==> config.mk <==
export PLATFORM = sky130hd
export DESIGN_NAME = number_identifier_colon_lexer
export DESIGN_NICKNAME = d
export VERILOG_FILES = /design/src/rtl/nicl_pkg.sv /design/src/rtl/number_identifier_colon_lexer.sv /design/src/rtl/nicl_front.sv /design/src/rtl/nicl_fifo.sv /design/src/rtl/nicl_back.sv
export VERILOG_INCLUDE_DIRS = /design/src /design/src/rtl
export SDC_FILE = /design/constraint.sdc
export NUM_CORES = 1
export LEC_CHECK = 0
export ABC_AREA = 1
export BUFFER_PORTS_ARGS = -buffer_cell sky130_fd_sc_hd__clkbuf_2
export CORE_MARGIN = 10
export CORE_UTILIZATION = 30
export CTS_CLUSTER_SIZE = 16
export DETAILED_ROUTE_END_ITERATION = 8
export GPL_TIMING_DRIVEN = 0
export PLACE_DENSITY = 0.43
export SYNTH_ARGS = -nofsm -noshare
export SYNTH_HDL_FRONTEND = slang
export SYNTH_SLANG_ARGS = --single-unit
export TNS_END_PERCENT = 5
==> constraint.sdc <==
create_clock -name clk_i -period 9 [get_ports clk_i]
set_clock_uncertainty 0.05 [all_clocks]
set_input_delay 0.45 -clock clk_i [delete_from_list [all_inputs] [get_ports clk_i]]
set_output_delay 0.45 -clock clk_i [all_outputs]
set_load 0.02 [all_outputs]
==> src/rtl/number_identifier_colon_lexer_defines.svh <==
// Assertion macros shared by the lexer RTL files.
// Expects clk_i and rst_ni in the scope of each use.
`ifndef NUMBER_IDENTIFIER_COLON_LEXER_DEFINES_SVH
`define NUMBER_IDENTIFIER_COLON_LEXER_DEFINES_SVH

// Property must hold at every clock edge outside reset.
`define NICL_ASSERT(lbl, prop, msg) \
  lbl: assert property (@(posedge clk_i) disable iff (!rst_ni) prop) else $error(msg);

// Condition must never be seen at a clock edge outside reset.
`define NICL_NEVER(lbl, cond, msg) \
  lbl: assert property (@(posedge clk_i) disable iff (!rst_ni) !(cond)) else $error(msg);

`endif

==> src/rtl/nicl_pkg.sv <==
// Types, constants and helper functions of the lexer.
// Used by every lexer module; depends on nothing.
package nicl_pkg;

  localparam int unsigned POS_BITS = 16;
  localparam int unsigned OUT_POS_BITS = 16;
  localparam int unsigned MAX_TOKS = 3;

  typedef logic [POS_BITS-1:0] pos_t;
  typedef logic [OUT_POS_BITS-1:0] opos_t;

  localparam pos_t POS_MAX = {POS_BITS{1'b1}};

  typedef enum logic [2:0] {
    KIND_NUMBER  = 3'd0,
    KIND_IDENT   = 3'd1,
    KIND_COLON   = 3'd2,
    KIND_END     = 3'd3,
    KIND_INVALID = 3'd4
  } kind_e;

  typedef enum logic [2:0] {
    MODE_IDLE  = 3'd0,
    MODE_DOT   = 3'd1,
    MODE_INT   = 3'd2,
    MODE_FRAC  = 3'd3,
    MODE_BAD   = 3'd4,
    MODE_IDENT = 3'd5
  } mode_e;

  localparam logic [7:0] CH_DOT   = 8'h2E;
  localparam logic [7:0] CH_COLON = 8'h3A;

  typedef struct packed {
    kind_e kind;
    opos_t start;
    opos_t stop;
  } tok_t;

  // One queue word: all tokens caused by one input word.
  typedef struct packed {
    logic [1:0]         cnt;
    tok_t [MAX_TOKS-1:0] tok;
  } entry_t;

  typedef struct packed {
    logic   push;
    entry_t entry;
  } push_t;

  function automatic pos_t sat_inc(pos_t p);
    return (p == POS_MAX) ? p : pos_t'(p + 1'b1);
  endfunction

  function automatic opos_t to_out(pos_t p);
    logic [31:0] w;
    w = 32'(p);
    return w[OUT_POS_BITS-1:0];
  endfunction

  function automatic tok_t mk_tok(kind_e k, pos_t b, pos_t e);
    tok_t t;
    t.kind  = k;
    t.start = to_out(b);
    t.stop  = to_out(e);
    return t;
  endfunction

endpackage

==> src/rtl/number_identifier_colon_lexer.sv <==
// Top level of the streaming number / identifier / colon lexer.
// Instantiates nicl_front, nicl_fifo and nicl_back; uses nicl_pkg.
//
//   channel | direction | handshake                 | payload
//   --------+-----------+---------------------------+--------------------------------
//   in      | sink      | in_valid_i / in_stall_o   | ch_i, has_char_i, is_final_i
//   out     | source    | out_valid_o / out_stall_i | token_kind_o, start_pos_o,
//           |           |                           | stop_pos_o, run_last_o
//
// Flow: one source word per cycle is taken while in_stall_o is low; each word's
// tokens (zero to three) leave one per cycle from the output register while
// out_stall_i is low, so a word's tokens leave one after another. The rate is set by
// the single token output port; the scan state machine updates on each accepted word.
// Path: each token is written into the queue, then loaded into the output register.
// Reset: rst_ni clears the scan state, the queue pointers and the output
// valid; the block is ready on the first cycle after reset.
// Stalls: in_stall_o rises only while the two-word queue is full; an output
// stall holds the current token and lets the front run until the queue fills.
module number_identifier_colon_lexer import nicl_pkg::*; (
  input  logic        clk_i,
  input  logic        rst_ni,
  input  logic        in_valid_i,
  output logic        in_stall_o,
  input  logic [7:0]  ch_i,
  input  logic        has_char_i,
  input  logic        is_final_i,
  output logic        out_valid_o,
  input  logic        out_stall_i,
  output logic [2:0]  token_kind_o,
  output logic [15:0] start_pos_o,
  output logic [15:0] stop_pos_o,
  output logic        run_last_o
);

  push_t  push;
  logic   full, empty, pop;
  entry_t rd;

  // Front: classify each character and build one queue word of tokens.
  nicl_front u_front (
    .clk_i      (clk_i),
    .rst_ni     (rst_ni),
    .in_valid_i (in_valid_i),
    .in_stall_o (in_stall_o),
    .ch_i       (ch_i),
    .has_char_i (has_char_i),
    .is_final_i (is_final_i),
    .full_i     (full),
    .push_o     (push)
  );

  // Queue: decouple the scan from output back-pressure.
  nicl_fifo u_fifo (
    .clk_i   (clk_i),
    .rst_ni  (rst_ni),
    .push_i  (push),
    .full_o  (full),
    .empty_o (empty),
    .pop_i   (pop),
    .rd_o    (rd)
  );

  // Back: serialize tokens, marking the last one of each source word.
  nicl_back u_back (
    .clk_i        (clk_i),
    .rst_ni       (rst_ni),
    .empty_i      (empty),
    .rd_i         (rd),
    .pop_o        (pop),
    .out_valid_o  (out_valid_o),
    .out_stall_i  (out_stall_i),
    .token_kind_o (token_kind_o),
    .start_pos_o  (start_pos_o),
    .stop_pos_o   (stop_pos_o),
    .run_last_o   (run_last_o)
  );

endmodule

==> src/rtl/nicl_front.sv <==
// Front end of the lexer: accepts source words, runs the scan state machine
// and packs every token of one word into a queue word. Uses nicl_pkg.
`include "number_identifier_colon_lexer_defines.svh"

module nicl_front import nicl_pkg::*; (
  input  logic       clk_i,
  input  logic       rst_ni,
  input  logic       in_valid_i,
  output logic       in_stall_o,
  input  logic [7:0] ch_i,
  input  logic       has_char_i,
  input  logic       is_final_i,
  input  logic       full_i,
  output push_t      push_o
);

  mode_e mode_q, mode_d;
  pos_t  start_q, start_d;
  pos_t  char_q, char_d;

  logic  acc;
  logic  is_space, is_digit, is_dot, is_alpha, is_colon;
  logic  fresh;
  mode_e mode_t;
  pos_t  start_t, pos_t_v;
  logic [1:0]          n_d;
  tok_t [MAX_TOKS-1:0] tok_d;

  assign in_stall_o = full_i;
  assign acc        = in_valid_i & ~full_i;

  assign is_space = (ch_i == 8'd32) || ((ch_i >= 8'd9) && (ch_i <= 8'd13));
  assign is_digit = (ch_i >= 8'd48) && (ch_i <= 8'd57);
  assign is_dot   = (ch_i == CH_DOT);
  assign is_colon = (ch_i == CH_COLON);
  assign is_alpha = ((ch_i >= 8'd65) && (ch_i <= 8'd90)) ||
                    ((ch_i >= 8'd97) && (ch_i <= 8'd122));

  always_comb begin
    mode_t  = mode_q;
    start_t = start_q;
    pos_t_v = char_q;
    fresh   = 1'b0;
    n_d     = 2'd0;
    tok_d   = '0;

    if (has_char_i) begin
      // Close or extend the pending token.
      case (mode_q)
        MODE_DOT: begin
          if (is_digit) begin
            mode_t = MODE_FRAC;
          end else begin
            tok_d[n_d] = mk_tok(KIND_INVALID, start_q, sat_inc(start_q));
            n_d   = n_d + 2'd1;
            fresh = 1'b1;
          end
        end
        MODE_INT: begin
          if (is_dot) begin
            mode_t = MODE_FRAC;
          end else if (!is_digit) begin
            tok_d[n_d] = mk_tok(KIND_NUMBER, start_q, char_q);
            n_d   = n_d + 2'd1;
            fresh = 1'b1;
          end
        end
        MODE_FRAC: begin
          if (is_dot) begin
            mode_t = MODE_BAD;
          end else if (!is_digit) begin
            tok_d[n_d] = mk_tok(KIND_NUMBER, start_q, char_q);
            n_d   = n_d + 2'd1;
            fresh = 1'b1;
          end
        end
        MODE_BAD: begin
          if (!is_digit && !is_dot) begin
            tok_d[n_d] = mk_tok(KIND_INVALID, start_q, char_q);
            n_d   = n_d + 2'd1;
            fresh = 1'b1;
          end
        end
        MODE_IDENT: begin
          if (!is_alpha) begin
            tok_d[n_d] = mk_tok(KIND_IDENT, start_q, char_q);
            n_d   = n_d + 2'd1;
            fresh = 1'b1;
          end
        end
        default: begin
          fresh = 1'b1;
        end
      endcase

      // Lex the character afresh.
      if (fresh) begin
        mode_t = MODE_IDLE;
        if (is_space) begin
          mode_t = MODE_IDLE;
        end else if (is_digit) begin
          start_t = char_q;
          mode_t  = MODE_INT;
        end else if (is_dot) begin
          start_t = char_q;
          mode_t  = MODE_DOT;
        end else if (is_alpha) begin
          start_t = char_q;
          mode_t  = MODE_IDENT;
        end else if (is_colon) begin
          tok_d[n_d] = mk_tok(KIND_COLON, char_q, sat_inc(char_q));
          n_d = n_d + 2'd1;
        end else begin
          tok_d[n_d] = mk_tok(KIND_INVALID, char_q, sat_inc(char_q));
          n_d = n_d + 2'd1;
        end
      end
      pos_t_v = sat_inc(char_q);
    end

    mode_d  = mode_t;
    start_d = start_t;
    char_d  = pos_t_v;

    if (is_final_i) begin
      // Flush the pending token, then End at the length.
      case (mode_t)
        MODE_DOT: begin
          tok_d[n_d] = mk_tok(KIND_INVALID, start_t, sat_inc(start_t));
          n_d = n_d + 2'd1;
        end
        MODE_INT, MODE_FRAC: begin
          tok_d[n_d] = mk_tok(KIND_NUMBER, start_t, pos_t_v);
          n_d = n_d + 2'd1;
        end
        MODE_BAD: begin
          tok_d[n_d] = mk_tok(KIND_INVALID, start_t, pos_t_v);
          n_d = n_d + 2'd1;
        end
        MODE_IDENT: begin
          tok_d[n_d] = mk_tok(KIND_IDENT, start_t, pos_t_v);
          n_d = n_d + 2'd1;
        end
        default: begin
        end
      endcase
      tok_d[n_d] = mk_tok(KIND_END, pos_t_v, pos_t_v);
      n_d     = n_d + 2'd1;
      mode_d  = MODE_IDLE;
      start_d = '0;
      char_d  = '0;
    end
  end

  always_ff @(posedge clk_i or negedge rst_ni) begin
    if (!rst_ni) begin
      mode_q  <= MODE_IDLE;
      start_q <= '0;
      char_q  <= '0;
    end else if (acc) begin
      mode_q  <= mode_d;
      start_q <= start_d;
      char_q  <= char_d;
    end
  end

  assign push_o.push      = acc & (n_d != 2'd0);
  assign push_o.entry.cnt = n_d;
  assign push_o.entry.tok = tok_d;

  `NICL_ASSERT(a_pos_step, (acc && has_char_i && !is_final_i && (char_q != POS_MAX)) |=> (char_q == pos_t'($past(char_q) + 1'b1)), "position did not advance by one")
  `NICL_ASSERT(a_final_clr, (acc && is_final_i) |=> ((char_q == '0) && (mode_q == MODE_IDLE)), "state not cleared after final word")

endmodule

==> src/rtl/nicl_fifo.sv <==
// Two-word queue between the lexer front and back ends.
// Holds one queue word per input word with tokens. Uses nicl_pkg.
`include "number_identifier_colon_lexer_defines.svh"

module nicl_fifo import nicl_pkg::*; (
  input  logic   clk_i,
  input  logic   rst_ni,
  input  push_t  push_i,
  output logic   full_o,
  output logic   empty_o,
  input  logic   pop_i,
  output entry_t rd_o
);

  entry_t     mem_q [2];
  logic       wr_q, rd_q;
  logic [1:0] cnt_q;
  logic       do_push, do_pop;

  assign full_o  = (cnt_q == 2'd2);
  assign empty_o = (cnt_q == 2'd0);
  assign do_push = push_i.push & ~full_o;
  assign do_pop  = pop_i & ~empty_o;
  assign rd_o    = mem_q[rd_q];

  always_ff @(posedge clk_i) begin
    if (do_push) begin
      mem_q[wr_q] <= push_i.entry;
    end
  end

  always_ff @(posedge clk_i or negedge rst_ni) begin
    if (!rst_ni) begin
      wr_q  <= 1'b0;
      rd_q  <= 1'b0;
      cnt_q <= 2'd0;
    end else begin
      if (do_push) begin
        wr_q <= ~wr_q;
      end
      if (do_pop) begin
        rd_q <= ~rd_q;
      end
      cnt_q <= cnt_q + {1'b0, do_push} - {1'b0, do_pop};
    end
  end

  `NICL_NEVER(a_push_full, push_i.push && full_o, "push into a full queue")
  `NICL_NEVER(a_pop_empty, pop_i && empty_o, "pop from an empty queue")

endmodule

==> src/rtl/nicl_back.sv <==
// Back end of the lexer: takes queue words and sends their tokens out one
// per cycle while out_stall_i is low, through a registered output stage. Uses nicl_pkg.
`include "number_identifier_colon_lexer_defines.svh"

module nicl_back import nicl_pkg::*; (
  input  logic        clk_i,
  input  logic        rst_ni,
  input  logic        empty_i,
  input  entry_t      rd_i,
  output logic        pop_o,
  output logic        out_valid_o,
  input  logic        out_stall_i,
  output logic [2:0]  token_kind_o,
  output opos_t       start_pos_o,
  output opos_t       stop_pos_o,
  output logic        run_last_o
);

  entry_t     cur_q;
  logic       cur_valid_q;
  logic [1:0] idx_q;
  logic       last, out_acc, load;
  tok_t       tok;

  assign tok     = cur_q.tok[idx_q];
  assign last    = (idx_q == (cur_q.cnt - 2'd1));
  assign out_acc = cur_valid_q & ~out_stall_i;
  assign load    = ~empty_i & (~cur_valid_q | (out_acc & last));
  assign pop_o   = load;

  always_ff @(posedge clk_i) begin
    if (load) begin
      cur_q <= rd_i;
    end
  end

  always_ff @(posedge clk_i or negedge rst_ni) begin
    if (!rst_ni) begin
      cur_valid_q <= 1'b0;
      idx_q       <= 2'd0;
    end else if (load) begin
      cur_valid_q <= 1'b1;
      idx_q       <= 2'd0;
    end else if (out_acc) begin
      if (last) begin
        cur_valid_q <= 1'b0;
        idx_q       <= 2'd0;
      end else begin
        idx_q <= idx_q + 2'd1;
      end
    end
  end

  assign out_valid_o  = cur_valid_q;
  assign token_kind_o = 3'(tok.kind);
  assign start_pos_o  = tok.start;
  assign stop_pos_o   = tok.stop;
  assign run_last_o   = last;

  `NICL_ASSERT(a_idx_range, cur_valid_q |-> (idx_q < cur_q.cnt), "token index beyond word count")
  `NICL_ASSERT(a_cnt_nz, cur_valid_q |-> (cur_q.cnt != 2'd0), "empty queue word in output stage")

endmodule
Word level (Yosys, flattened, before mapping) --
Memories as Yosys holds them, arrays and structs flattened. A register that Yosys moved wholly into a read port is not among the register bits. Index checks and enable logic that the tools add are counted.
Cells by class: $lt $le $gt $ge 15, equality and inequality tests 18, reduce and logical (&&, ||, !) cells 20, add/sub/neg operators 10, bitwise gates (word level) 14, muxes and demuxes 84
Operator list (count):
- $mux W105 | 9
- $bwmux W105 | 7
- $pmux W105 S4 | 1
- $mux W35 | 8
- $demux W35 S2 | 3
- $mux W16 | 12
- $pmux W35 S4 | 1
- $bmux W35 S2 | 1
- $add A16 B1 Y16 const B | 3
- $eq A16 B16 Y1 const B | 3
- $mux W33 | 1
- $mux W32 | 1
- $mux W3 | 10
- $mux W2 | 14
- $eq A8 B6 Y1 const B | 3
- $ge A8 B7 Y1 const B | 2
- $le A8 B7 Y1 const B | 2
- $mux W1 | 13
- $eq A3 B2 Y1 const B | 4
- $eq A3 B3 Y1 const B | 4
- $lt A2 B3 Y1 const B | 4
- $pmux W3 S3 | 1
- $add A2 B1 Y2 const B | 4
- $ge A8 B4 Y1 const B | 1
- other kinds (23) | 49
Word-level totals: word-level logic and storage cells 170, RAM bits 214, input port bits 14, memories kept 1, output and inout bits 38, flip-flop bits (word level) 42
Memories:
- u_fifo.mem_q | depth 2, bits a word 107, read ports 1, clocked after Yosys merged registers in 1, wr ports 1, RTL line nicl_fifo.sv:15 | entry_t mem_q [2];

Logic depth before layout (Yosys ltp) --
depth in word-level cells 24, mapped depth 24, depth with buffers taken out 24

Hierarchy --
From an unflattened synthesis, not the netlist that was laid out.
Second synthesis, totals: cell total of the unflattened synthesis 2336, area, all modules 20046.7 µm²
By module, submodules not included:
- nicl_fifo | cells an instance 592, sequential area each 6526.3 µm², times used 1, area an instance 8012.7 µm²
- nicl_front | cells an instance 1446, sequential area each 875.8 µm², times used 1, area an instance 7842.5 µm²
- nicl_back | cells an instance 298, sequential area each 3288.2 µm², times used 1, area an instance 4191.5 µm²

Worst setup path before layout --
Ideal clock, no wire load.
kind input to register, from input ch_i[6], to memory u_fifo.mem_q[0][0] in the netlist's numbering (enable), library setup time 0.574 ns, stages on the path 18, data arrival time 8.136 ns, data required time 8.376 ns, setup slack 0.240 ns, path buffers 1, cell sequence nor2_1 -> nand4_1 -> nand3_1 -> nand2_2 -> nor2_4 -> clkinv_1 -> clkbuf_1 -> ha_1 -> inv_1 -> a311oi_1 -> inv_1 -> ha_1 -> o21ai_0 -> ha_1 -> o21ai_0 -> nand3b_1 -> nand2_1 -> nor2_1
RTL lines:
- from (decl) | RTL line number_identifier_colon_lexer.sv:24 | input logic [7:0] ch_i,
- to (decl) | RTL line nicl_fifo.sv:15

==> run metrics <==
outcome completed; Max Freq 144 MHz; critical path arrival 7200 ps; # port buffers 50; global routing usage on met3 3.12%; largest cells by area after synthesis edfxtp_1 48%, nand2_1 13%, dfrtp_1 5.2%, nor2_1 3.9%, nand3_1 3.5%; Max Buffers Root-to-Sink 3; number of CTS-inserted buffers 44; Initial Util 30.4%; Tcrit/Tclk final 77.3%; Distinct cells, synth 58; sequential-to-total area share from yosys stat 53.3%; Synth Register Bits 363; mapped cell area 0.0201 sq mm; Leak 9.13 nW; final instance area 0.0231 sq mm; vias in the first global route 16700; switching power 5.47 mW; number of flops mapped to enable cells by yosys 321; Avg Cell Area, Syn 8.69 sq um; post-synthesis instance total 2309; Most used DFF post-synth edfxtp_1; CTS tree done; PwrDens 472 mW/mm^2; min Tclk post-route 6960 ps; GR Layer Usage met1 31.1%; Worst Setup Start Kind flip-flop; Syn Nets 2335; CP Max Fanout 10; I/O Pins 52; global-route wire length before repair 127000 microns; largest net degree at the start of global routing 85; Core Box Area 0.0660 sq mm; initial antenna violation count 2; CP Capture Type flip-flop; DP Worst Slack 1780 ps; Tightest Pin Transition 1170 ps; post-route ant nets 0; synthesis warning total 0; GRT Max-Usage Layer met2; total number of vias 17400; routability cong. 0.938; nets@finish 2442; dpl cells 3232; post-synth top area share 48.1%; Vias/cell 5.24; HPWL Detailed 70800 microns; Layout area overhead 15.2%; worst vdd ir 219 uV; fraction of layout cells with a size suffix above 1 10.8%; DRC viols 0; worst hold path type in -> reg; Max Cap Viol 0; asr flop ratio synth 11.6%; combinational share of power 54.1%; CTS clk-pin slew, worst paths 70 ps; GRT Util Overall 22.8%; WL/cell 27.3 microns; gr ovfl total 0; placement row count 94; final count of pins violating max slew 0; DRT Wirelength 90600 microns; die area 0.0776 sq mm; Setup Fix Bufs, Post-CTS 0; fillers 6810; clock power share 16.6%; Sw Ratio 50.1%; Setup CP Type reg -> reg; Req. time, crit path 9240 ps; P_int 5.45 mW; Placed Area 0.0216 sq mm; htree depth 2; RSZ-0062 raised after global routing false; Slew headroom 21.4%; Skew-Pair Late Insertion Delay 590 ps; Final setup viols 0; chip width 279 microns; PnR worst setup slack 2040 ps; met2 usage 37.3%; clk sinks 363; DR iter-0 viols 1702; Finished Layout Cells 3317; Flop pwr share 29.3%; DR pass1 iterations 7; Fin. Hold Viols 0; die height 279 microns; Yosys top cell by area edfxtp_1; clk root buf clkbuf_16
==> worst max-delay path: stages, from the launching register on <==
cell      delay (ps)
dfrtp_1          510
inv_2            120
nand2_4          100
nand2_1           80
nand3_1          110
nand2_2          190
nor2_4           260
clkinv_1         270
clkbuf_1         340
ha_1             380
inv_1             40
a311oi_1         740
inv_1            200
ha_1             350
o21ai_0          350
ha_1             510
inv_1            150
nand2_1          270
buf_1            510
o21ai_0          510
a22oi_1          610
==> registers in the layout (all words and copies together), names as in the netlist <==
| name | count |
|---|---|
| u_back.cur_q | 107 |
| u_back.idx_q | 2 |
| u_back.out_valid_o | 1 |
| u_fifo.cnt_q | 2 |
| u_fifo.mem_q | 214 |
| u_fifo.rd_q | 1 |
| u_fifo.wr_q | 1 |
| u_front.char_q | 16 |
| u_front.mode_q | 3 |
| u_front.start_q | 16 |
==> power groups by stage <==
stage	Combinational [mW]	Clock [mW]	Sequential, mW
floorplan	3.44	0	3.21
global placement	5.74	0	3.40
detailed placement	5.87	0	3.22
CTS	5.89	1.86	3.20
global route	6.35	1.92	3.26
finish	5.90	1.82	3.20
==> metrics by stage <==
step	setup TNS, ps	utilization (%)	hold slack [ps]	total power, mW
finish	0	35.0	195	10.9
global route	0	35.0	208	11.5
CTS	0	35.0	129	10.9
detailed placement	0	32.7	445	9.09
global placement	-1047860	32.4	440	9.14
floorplan	0	-	104	6.66
==> layer usage <==
layer | part of all wire, % | vias to the layer above
li1 | - | 8119
met1 | 45 | 8518
met2 | 46 | 609
met3 | 5.4 | 128
met4 | 2.8 | 0
met5 | 0 | -
==> cell usage in the layout, fill, tap and decap left out, types with 7 or more instances in the layout <==
cell,count
clkbuf_1,92
buf_12,8
dfrtp_1,42
inv_2,13
a31oi_1,10
nor2_1,206
inv_1,165
nand2_2,26
nor3_1,33
a22oi_1,22
buf_1,14
nor2_4,11
buf_2,20
edfxtp_1,321
buf_4,7
nand3_1,140
nor2_2,9
clkinv_1,10
clkbuf_2,49
o21ai_1,11
a21oi_2,10
clkbuf_16,44
ha_1,12
xor2_1,21
clkinv_2,8
nand2_4,8
nand4_1,30
nand2_1,697
o22ai_1,38
o21ai_0,107
a2bb2oi_1,7
o211ai_1,40
o31ai_1,38
o211ai_2,10
buf_6,9
a21oi_1,94
==> timing repair <==
action                                 CTS  global route
gates resized for setup                  0             0
hold buffers                             0             1
endpoints found under the hold margin    0            10
==> cell families after synthesis <==
group                    after synthesis  share of synthesized area (%)
AO/OA/AOI/OAI                        410                           12.9
AND/OR/NAND/NOR                     1180                           25.2
buffers and inverters                317                           6.57
adder cells (fa/ha/maj)               12                          0.748
XOR/XNOR                              27                           1.22
flip-flops                           363                           53.3
==> synthesized netlist by cell type, types with 5 or more instances <==
cell type and number:
clkbuf_1 82, nand4_1 30, clkinv_1 6, o22ai_1 38, nor2_1 208, nor2_2 9
a21oi_1 94, ha_1 12, a21oi_2 10, nand2_2 26, o21ai_1 11, a31oi_1 10
dfrtp_1 42, xor2_1 21, buf_4 7, nor3_1 33, buf_2 19, o211ai_1 40
o31ai_1 38, a22oi_1 22, nand3_1 140, inv_2 13, a2bb2oi_1 7, nand2_4 8
buf_1 14, o211ai_2 10, inv_1 166, buf_6 9, edfxtp_1 321, nand2_1 697
xnor2_1 5, o21ai_0 107, nor2_4 9
==> cell type report <==
class                           instances  area, sq um  area share, %
Antenna cell                            1         2.50         0.0108
Buffer                                132          624           2.70
Clock buffer                           58         1190           5.16
Clock inverter                         24          283           1.22
Inverter                              185          699           3.03
Multi-Input combinational cell       1629         8070           34.9
Sequential cell                       363        10700           46.2
Tap cell                              864         1080           4.68
Timing Repair Buffer                   61          475           2.06
==> worst paths after layout <==
kind	start	endpoint	slack, ps	depth (start not counted)
setup reg to reg	u_front.mode_q[2]$_DFFE_PN0P_	u_fifo.mem_q[1][66]$_DFFE_PP_	2040	20
hold / removal	out_stall_i	u_back.idx_q[0]$_DFFE_PN0P_	200	4
max in group asynchronous	rst_ni	u_back.idx_q[0]$_DFFE_PN0P_	8100	3
hold reg to reg	u_fifo.mem_q[0][18]$_DFFE_PP_	u_back.cur_q[18]$_DFFE_PP_	460	2
setup / recovery	u_front.mode_q[2]$_DFFE_PN0P_	u_fifo.mem_q[1][66]$_DFFE_PP_	2040	20
min in group asynchronous	rst_ni	u_front.char_q[13]$_DFFE_PN0P_	230	2
Note: power is estimated with default switching activity, not from simulation.
